===== src/hdl/ped_pkg.sv =====
// Shared constants, operation codes and the queued operation type of the event divider.
package ped_pkg;

  localparam int PATTERN_DEPTH  = 32;
  localparam int INTERVAL_WIDTH = 16;
  localparam int VALUE_W        = 32;
  localparam int MODE_W         = 2;
  localparam int IDX_W          = (PATTERN_DEPTH > 1) ? $clog2(PATTERN_DEPTH) : 1;
  localparam int PTR_W          = $clog2(PATTERN_DEPTH + 1);
  localparam int CNT_W          = INTERVAL_WIDTH + 1;
  localparam int QUEUE_DEPTH    = 2;
  localparam int QPTR_W         = (QUEUE_DEPTH > 1) ? $clog2(QUEUE_DEPTH) : 1;
  localparam int QCNT_W         = $clog2(QUEUE_DEPTH + 1);

  localparam logic [MODE_W-1:0] MODE_DATA    = MODE_W'(0);
  localparam logic [MODE_W-1:0] MODE_LOAD    = MODE_W'(1);
  localparam logic [MODE_W-1:0] MODE_RESTART = MODE_W'(2);

  localparam logic [VALUE_W-1:0] IV_MAX =
    VALUE_W'((64'd1 << INTERVAL_WIDTH) - 64'd1);
  localparam logic [INTERVAL_WIDTH-1:0] RESET_ENTRY  = INTERVAL_WIDTH'(2);
  localparam logic [INTERVAL_WIDTH-1:0] APPEND_ENTRY = INTERVAL_WIDTH'(1);

  typedef enum logic [1:0] {
    OP_DATA,
    OP_LOAD,
    OP_RESTART
  } op_kind_t;

  typedef struct packed {
    op_kind_t                  kind;
    logic [VALUE_W-1:0]        value;
    logic [INTERVAL_WIDTH-1:0] iv;
    logic                      last;
  } ped_op_t;

endpackage


===== src/hdl/ped_front.sv =====
// Front stage: accepts input items, decodes the mode and saturates intervals.
module ped_front (
  input  logic                           clk,
  input  logic                           rst,
  input  logic                           item_valid,
  output logic                           item_stall,
  input  logic [ped_pkg::MODE_W-1:0]     mode,
  input  logic [ped_pkg::VALUE_W-1:0]    value,
  input  logic                           last_entry,
  output logic                           op_valid,
  input  logic                           op_stall,
  output ped_pkg::ped_op_t               op
);
  import ped_pkg::*;

  logic    keep;
  ped_op_t dec;

  always_comb begin
    keep      = 1'b1;
    dec.kind  = OP_DATA;
    dec.value = value;
    dec.last  = last_entry;
    dec.iv    = (value > IV_MAX) ? '1 : value[INTERVAL_WIDTH-1:0];
    case (mode)
      MODE_DATA:    dec.kind = OP_DATA;
      MODE_LOAD:    dec.kind = OP_LOAD;
      MODE_RESTART: dec.kind = OP_RESTART;
      default:      keep = 1'b0;  // unused mode: dropped here
    endcase
  end

  assign item_stall = op_valid && op_stall;

  always_ff @(posedge clk) begin
    if (rst) begin
      op_valid <= 1'b0;
    end else if (!item_stall) begin
      op_valid <= item_valid && keep;
    end
  end

  always_ff @(posedge clk) begin
    if (!item_stall && item_valid) begin
      op <= dec;
    end
  end

endmodule


===== src/hdl/ped_queue.sv =====
// Short FIFO of decoded operations between the front and back stages.
module ped_queue (
  input  logic             clk,
  input  logic             rst,
  input  logic             push_valid,
  output logic             push_stall,
  input  ped_pkg::ped_op_t push_op,
  output logic             pop_valid,
  input  logic             pop_stall,
  output ped_pkg::ped_op_t pop_op
);
  import ped_pkg::*;

  ped_op_t             slots [QUEUE_DEPTH];
  logic [QPTR_W-1:0]   wr_ptr;
  logic [QPTR_W-1:0]   rd_ptr;
  logic [QCNT_W-1:0]   count;
  logic                push;
  logic                pop;

  assign push_stall = (count == QCNT_W'(QUEUE_DEPTH));
  assign pop_valid  = (count != '0);
  assign pop_op     = slots[rd_ptr];
  assign push       = push_valid && !push_stall;
  assign pop        = pop_valid && !pop_stall;

  function automatic logic [QPTR_W-1:0] bump(input logic [QPTR_W-1:0] p);
    bump = (p == QPTR_W'(QUEUE_DEPTH - 1)) ? '0 : p + QPTR_W'(1);
  endfunction

  always_ff @(posedge clk) begin
    if (rst) begin
      wr_ptr <= '0;
      rd_ptr <= '0;
      count  <= '0;
    end else begin
      if (push) wr_ptr <= bump(wr_ptr);
      if (pop)  rd_ptr <= bump(rd_ptr);
      if (push && !pop)      count <= count + QCNT_W'(1);
      else if (pop && !push) count <= count - QCNT_W'(1);
    end
  end

  always_ff @(posedge clk) begin
    if (push) begin
      slots[wr_ptr] <= push_op;
    end
  end

endmodule


===== src/hdl/ped_back.sv =====
// Back stage: interval store, beat and tick counters, result register.
module ped_back (
  input  logic                                clk,
  input  logic                                rst,
  input  logic                                op_valid,
  output logic                                op_stall,
  input  ped_pkg::ped_op_t                    op,
  output logic                                result_valid,
  input  logic                                result_stall,
  output logic [ped_pkg::VALUE_W-1:0]         passed_value,
  output logic                                pattern_end
);
  import ped_pkg::*;

  logic [INTERVAL_WIDTH-1:0] store [PATTERN_DEPTH];
  logic [PTR_W-1:0]          pattern_length, pattern_length_next;
  logic [IDX_W-1:0]          beat_index, beat_index_next;
  logic [CNT_W-1:0]          tick_count, tick_count_next;
  logic [PTR_W-1:0]          load_pointer, load_pointer_next;

  logic                      go;
  logic [IDX_W-1:0]          rd_addr;
  logic [INTERVAL_WIDTH-1:0] rd_data;
  logic                      we_a, we_b;
  logic [IDX_W-1:0]          wa_addr, wb_addr;
  logic                      pass, pass_end;
  logic [CNT_W-1:0]          tick_inc;
  logic [PTR_W-1:0]          beat_inc;
  logic                      has_room, append;
  logic [PTR_W-1:0]          n_len, new_len;
  logic [INTERVAL_WIDTH-1:0] e_last;

  // tick value that makes the next data item pass on an entry
  function automatic logic [CNT_W-1:0] arm_tick(input logic [INTERVAL_WIDTH-1:0] e);
    arm_tick = (e == '0) ? '0 : CNT_W'(e) - CNT_W'(1);
  endfunction

  assign op_stall = result_valid && result_stall;
  assign go       = op_valid && !op_stall;
  assign rd_data  = store[rd_addr];

  always_comb begin
    rd_addr             = beat_index;
    pattern_length_next = pattern_length;
    beat_index_next     = beat_index;
    tick_count_next     = tick_count;
    load_pointer_next   = load_pointer;
    we_a     = 1'b0;
    we_b     = 1'b0;
    wa_addr  = load_pointer[IDX_W-1:0];
    wb_addr  = '0;
    pass     = 1'b0;
    pass_end = 1'b0;
    tick_inc = tick_count + CNT_W'(1);
    beat_inc = PTR_W'(beat_index) + PTR_W'(1);
    has_room = (load_pointer < PTR_W'(PATTERN_DEPTH));
    n_len    = has_room ? load_pointer + PTR_W'(1) : load_pointer;
    e_last   = '0;
    append   = 1'b0;
    new_len  = n_len;
    case (op.kind)
      OP_DATA: begin
        rd_addr = beat_index;
        if (rd_data != '0) begin
          if (tick_inc == CNT_W'(rd_data)) begin
            pass            = 1'b1;
            pass_end        = (PTR_W'(beat_index) == pattern_length - PTR_W'(1));
            tick_count_next = '0;
            beat_index_next = (beat_inc >= pattern_length) ? '0 : IDX_W'(beat_inc);
          end else begin
            tick_count_next = tick_inc;
          end
        end
      end
      OP_LOAD: begin
        rd_addr = IDX_W'(PATTERN_DEPTH - 1);
        we_a    = has_room;
        // the final entry is the one written now, unless the store is full
        e_last  = has_room ? op.iv : rd_data;
        append  = (e_last == '0) && (n_len < PTR_W'(PATTERN_DEPTH));
        new_len = append ? n_len + PTR_W'(1) : n_len;
        wb_addr = IDX_W'(n_len);
        if (op.last) begin
          we_b                = append;
          pattern_length_next = new_len;
          beat_index_next     = IDX_W'(new_len - PTR_W'(1));
          tick_count_next     = append ? '0 : arm_tick(e_last);
          load_pointer_next   = '0;
        end else begin
          load_pointer_next = n_len;
        end
      end
      OP_RESTART: begin
        rd_addr           = IDX_W'(pattern_length - PTR_W'(1));
        beat_index_next   = rd_addr;
        tick_count_next   = arm_tick(rd_data);
        load_pointer_next = '0;
      end
      default: begin
      end
    endcase
  end

  always_ff @(posedge clk) begin
    if (rst) begin
      pattern_length <= PTR_W'(1);
      beat_index     <= '0;
      tick_count     <= CNT_W'(1);
      load_pointer   <= '0;
      result_valid   <= 1'b0;
    end else begin
      if (go) begin
        pattern_length <= pattern_length_next;
        beat_index     <= beat_index_next;
        tick_count     <= tick_count_next;
        load_pointer   <= load_pointer_next;
      end
      if (go && pass)         result_valid <= 1'b1;
      else if (!result_stall) result_valid <= 1'b0;
    end
  end

  always_ff @(posedge clk) begin
    if (go && pass) begin
      passed_value <= op.value;
      pattern_end  <= pass_end;
    end
  end

  // store: only entry zero has a reset value
  always_ff @(posedge clk) begin
    if (go && we_a) store[wa_addr] <= op.iv;
    if (go && we_b) store[wb_addr] <= APPEND_ENTRY;
    if (rst)        store[0]       <= RESET_ENTRY;
  end

endmodule


===== src/hdl/pattern_event_divider_core.sv =====
// Pattern event divider: passes every Nth data item, N taken in turn from a stored pattern.
// Path: a passing data item goes through the front register, a queue slot and the result
//   register before its result shows.
// Throughput: one item per cycle; each item costs one back-stage step (one store read,
//   one 17-bit increment and compare). The back halts while a result waits stalled; the
//   queue lets the front keep taking items until both slots are full.
// Reset (rst, synchronous): pattern of one entry of 2, beat 0, tick 1, load pointer 0,
//   queue and result register empty. Other store entries hold no defined value until loaded.
module pattern_event_divider_core (
  input  logic                        clk,
  input  logic                        rst,
  input  logic                        item_valid,
  output logic                        item_stall,
  input  logic [ped_pkg::MODE_W-1:0]  mode,
  input  logic [ped_pkg::VALUE_W-1:0] value,
  input  logic                        last_entry,
  output logic                        result_valid,
  input  logic                        result_stall,
  output logic [ped_pkg::VALUE_W-1:0] passed_value,
  output logic                        pattern_end
);
  import ped_pkg::*;

  // front -> queue
  logic    f_valid, f_stall;
  ped_op_t f_op;
  // queue -> back
  logic    q_valid, q_stall;
  ped_op_t q_op;

  // Front decodes the mode; mode 3 items are accepted and dropped there.
  ped_front u_front (
    .clk        (clk),
    .rst        (rst),
    .item_valid (item_valid),
    .item_stall (item_stall),
    .mode       (mode),
    .value      (value),
    .last_entry (last_entry),
    .op_valid   (f_valid),
    .op_stall   (f_stall),
    .op         (f_op)
  );

  // Two-slot queue decouples front from back.
  ped_queue u_queue (
    .clk        (clk),
    .rst        (rst),
    .push_valid (f_valid),
    .push_stall (f_stall),
    .push_op    (f_op),
    .pop_valid  (q_valid),
    .pop_stall  (q_stall),
    .pop_op     (q_op)
  );

  // Back executes data, load and restart operations in order.
  // It halts only while the result register is full and stalled.
  ped_back u_back (
    .clk          (clk),
    .rst          (rst),
    .op_valid     (q_valid),
    .op_stall     (q_stall),
    .op           (q_op),
    .result_valid (result_valid),
    .result_stall (result_stall),
    .passed_value (passed_value),
    .pattern_end  (pattern_end)
  );

endmodule

===== config.mk =====
export PLATFORM = sky130hd
export DESIGN_NAME = pattern_event_divider_core
export DESIGN_NICKNAME = d
export VERILOG_FILES = /design/src/hdl/ped_pkg.sv /design/src/hdl/ped_front.sv /design/src/hdl/ped_queue.sv /design/src/hdl/ped_back.sv /design/src/hdl/pattern_event_divider_core.sv
export SDC_FILE = /design/constraint.sdc
export NUM_CORES = 2
export LEC_CHECK = 0
export BUFFER_PORTS_ARGS = -buffer_cell sky130_fd_sc_hd__buf_4
export CAP_MARGIN = 10
export CORE_ASPECT_RATIO = 1.1
export CORE_MARGIN = 2
export CORE_UTILIZATION = 63
export DETAILED_ROUTE_END_ITERATION = 7
export GPL_TIMING_DRIVEN = 0
export PLACE_DENSITY = 0.79
export SKIP_CTS_REPAIR_TIMING = 1
export SLEW_MARGIN = 20
export SYNTH_ARGS = -nofsm -noshare
export SYNTH_HDL_FRONTEND = slang
export SYNTH_SLANG_ARGS = --single-unit

===== constraint.sdc =====
create_clock -name clk -period 10.5 [get_ports clk]
set_clock_uncertainty 0.05 [all_clocks]
set_input_delay 2.625 -clock clk [delete_from_list [all_inputs] [get_ports clk]]
set_output_delay 2.625 -clock clk [all_outputs]
set_load 0.1 [all_outputs]

==> results by group <==
Power and ir drop
  – Leakage: 14.00 nW
  – Power, Total: 10.15 mW
  – Peak VDD IR: 0.1767 mV
  – PwrDens: 266.4 nW/µm²

GRT
  – Initial antenna violation count: 12
  – Largest net degree at the start of global routing: 52
  – Vias in the first global route: 30630
  – Overall Global Routing Usage: 49.94%
  – Grt ovf: 0
  – First-pass GRT wire length: 200000 µm

Detailed routing
  – DRC: 0
  – Routed Antenna Nets: 0
  – Avg WL per Cell: 28.96 µm
  – Routed vias: 33240
  – Vias per cell: 6.907
  – DRT Pass-1 Iters: 8
  – Initial DRC count: 6290
  – WL final: 139300 µm

Synth
  – Synth Area per Inst: 8.625 µm²
  – Mapped cell area: 33740 µm²
  – Number of flops mapped to enable cells by yosys: 186
  – Yosys warns: 0
  – Most common flop cell mapped by yosys: dfxtp_1
  – Synthesized net count: 3975
  – Post-synthesis register bit count: 739
  – Synth cell types: 95
  – Post-synthesis sequential area ratio: 49.37%
  – Post-synthesis instance total: 3912
  – Async SR Flop Fraction: 0%

Critical path
  – Crit start category: flop
  – Worst Path Required: 10980 ps
  – Critical path class: reg2reg
  – Critical Path End Type: flop
  – Critical path peak fanout: 19
  – CP arrival: 10690 ps

Floorplanning
  – # IOs: 74
  – Die Ht: 246.7 µm
  – Die Area: 55420 µm²
  – # rows: 88
  – Core Area: 52740 µm²
  – Initial Util: 63.97%
  – Die width: 224.7 µm

Finish
  – Share of cells above drive strength 1: 11.53%
  – Post-Layout Cell Count: 4812
  – Fillers: 4125
  – Finished Core Util: 72.23%
  – Area Growth Syn to Fin: 12.91%
  – Nets: 4135

Clock network
  – Later-pin clock latency in the skew report: 670 ps
  – Clock tree from TritonCTS: yes
  – TritonCTS Sinks: 739
  – Clock buffer count from CTS: 75
  – H-tree Lvls: 3
  – Max Buffers Root-to-Sink: 3
  – Clock slew at reported path FFs: 60 ps
  – CTS root buf: clkbuf_16

STA
  – Final setup viols: 0
  – Max-slew headroom: 6.448%
  – WHS: 381.1 ps
  – Final hold violations: 0
  – RSZ-0062 raised after global routing: false
  – Sum Neg Setup Slack: 0 ps
  – Minimum clock period: 10200 ps
  – Worst Tran Pin Value: 1403 ps
  – Period Utilization, post-route: 97.19%
  – Max Slew Vio Count: 0
  – Max Fclk: 98.00 MHz

Placed design
  – Detailed Place HPWL: 95220 µm
  – Routability cong.: 1.098
  – I/O Buffers: 72
  – Dpl cells: 4672

Outcome
  – Status: finished, final reports clean

Job
  – Maximum capacitance violations: 0

Worst hold path
  – Hold Crit Class: reg2reg
==> cells in the mapped netlist (8+ instances only) <==
| cell | n | share of area (%) |
|---|---|---|
| a2111oi_0 | 29 | 0.75 |
| a211oi_1 | 32 | 0.71 |
| a21oi_1 | 69 | 1.0 |
| a221oi_1 | 23 | 0.60 |
| a22oi_1 | 24 | 0.53 |
| a31oi_1 | 14 | 0.26 |
| a32oi_1 | 20 | 0.52 |
| and2_1 | 16 | 0.30 |
| and3_1 | 13 | 0.24 |
| buf_2 | 58 | 0.86 |
| buf_4 | 22 | 0.49 |
| buf_6 | 15 | 0.50 |
| clkbuf_1 | 195 | 2.2 |
| dfxtp_1 | 553 | 33 |
| edfxtp_1 | 186 | 17 |
| ha_1 | 24 | 0.89 |
| inv_1 | 49 | 0.55 |
| mux2_2 | 36 | 1.2 |
| mux2i_1 | 61 | 1.8 |
| mux4_2 | 37 | 2.5 |
| nand2_1 | 723 | 8.0 |
| nand2b_1 | 12 | 0.22 |
| nand3_1 | 81 | 1.2 |
| nand4_1 | 21 | 0.39 |
| nor2_1 | 647 | 7.2 |
| nor2_2 | 10 | 0.19 |
| nor2b_1 | 11 | 0.20 |
| nor3_1 | 27 | 0.40 |
| nor4_1 | 17 | 0.32 |
| o2111ai_1 | 12 | 0.31 |
| o211a_1 | 22 | 0.65 |
| o211ai_1 | 17 | 0.38 |
| o21ai_0 | 569 | 8.4 |
| o22ai_1 | 13 | 0.24 |
| or2_2 | 24 | 0.44 |
| or3_1 | 8 | 0.15 |
| or4_1 | 11 | 0.24 |
| xnor2_1 | 52 | 1.3 |
| xor2_1 | 31 | 0.80 |
==> flip-flops by register name (all words and copies together), names as in the netlist, named ones only <==
name,flops
u_back.beat_index,5
u_back.load_pointer,6
u_back.passed_value,32
u_back.pattern_end,1
u_back.pattern_length,6
u_back.result_valid,1
u_back.store,512
u_back.tick_count,17
u_front.op,51
u_front.op_valid,1
u_queue.count,2
u_queue.rd_ptr,1
u_queue.slots,102
u_queue.wr_ptr,1
==> worst paths after layout <==
check | endpoint | cells past startpoint | slack, ps | from
setup reg to reg | u_back.store[16][10] | 21 | 300 | flop
setup / recovery | u_back.store[16][10] | 21 | 300 | flop
hold / removal | u_queue.slots[1][11] | 0 | 380 | u_front.op[11]
hold reg to reg | u_queue.slots[1][11] | 0 | 380 | u_front.op[11]
==> per-layer routing <==
| layer | wire length, µm | global-route usage (%) | vias to the layer above |
|---|---|---|---|
| met5 | 232 | 1.165 | - |
| met4 | 13810 | 39.13 | 14 |
| met3 | 22590 | 22.43 | 896 |
| met2 | 55640 | 70.35 | 3070 |
| met1 | 47070 | 59.09 | 15370 |
| li1 | - | - | 13890 |
==> metrics by stage <==
step	setup slack, ps	area [µm²]
after global routing	411.6	38080
after floorplan	3212	33740
after CTS	19.41	38080
after global placement	17.47	35120
final	295.5	38090
after detailed placement	95.98	35400
==> where the power goes <==
group          leakage, nW  internal [mW]  total (mW)  switching, mW
logic                 6.63           1.08        4.06           2.97
clock network         1.32           1.75        2.96           1.21
registers             6.05           3.04        3.13         0.0898
==> worst max-delay path, stage by stage (launching register included) <==
cell	delay (ps)
dfxtp_1	710
clkbuf_2	680
clkbuf_2	420
mux2i_1	390
ha_1	380
buf_2	330
mux2i_1	360
o21ai_2	290
nor2_1	750
clkbuf_1	910
a32oi_1	450
a31oi_1	780
o31ai_1	150
a222oi_1	390
nand4_2	340
nor4_4	520
and2_2	320
nand2_1	290
buf_1	560
nor2_2	530
buf_2	360
nor2_1	80
==> cell usage in the layout, fill, tap and decap left out, types with 52 or more instances in the layout <==
| cell type | count |
|---|---|
| a21oi_1 | 69 |
| edfxtp_1 | 186 |
| clkbuf_16 | 78 |
| clkbuf_1 | 201 |
| xnor2_1 | 52 |
| nor2_1 | 642 |
| dfxtp_1 | 553 |
| o21ai_0 | 569 |
| nand2_1 | 723 |
| nand3_1 | 81 |
| buf_2 | 58 |
| buf_4 | 94 |
==> layout make-up <==
cell class	instances	area (µm²)	area share, %
Timing Repair Buffer	85	720.7	1.892
Tap cell	675	844.6	2.217
Multi-Input combinational cell	2819	15520	40.73
Antenna cell	8	20.02	0.05255
Clock inverter	37	549.3	1.442
Clock buffer	97	2123	5.574
Sequential cell	739	16660	43.72
Inverter	49	183.9	0.4828
Buffer	303	1480	3.886
==> kinds of logic (layout without fill, tap and decap cells) <==
logic type / Yosys count / in the layout / synth area share, %
xor gates and xnor gates: 83 / 83 / 2.155
and+or+nand+nor: 1656 / 1656 / 20.56
buffers and inverters: 354 / 571 / 4.947
muxes: 136 / 136 / 5.629
other: 0 / 8 / 0
DFF: 739 / 739 / 49.37
adders and majority gates: 24 / 24 / 0.8900
AOI/OAI and AO/OA: 920 / 920 / 16.46
Note: power is estimated with default switching activity, not from simulation.
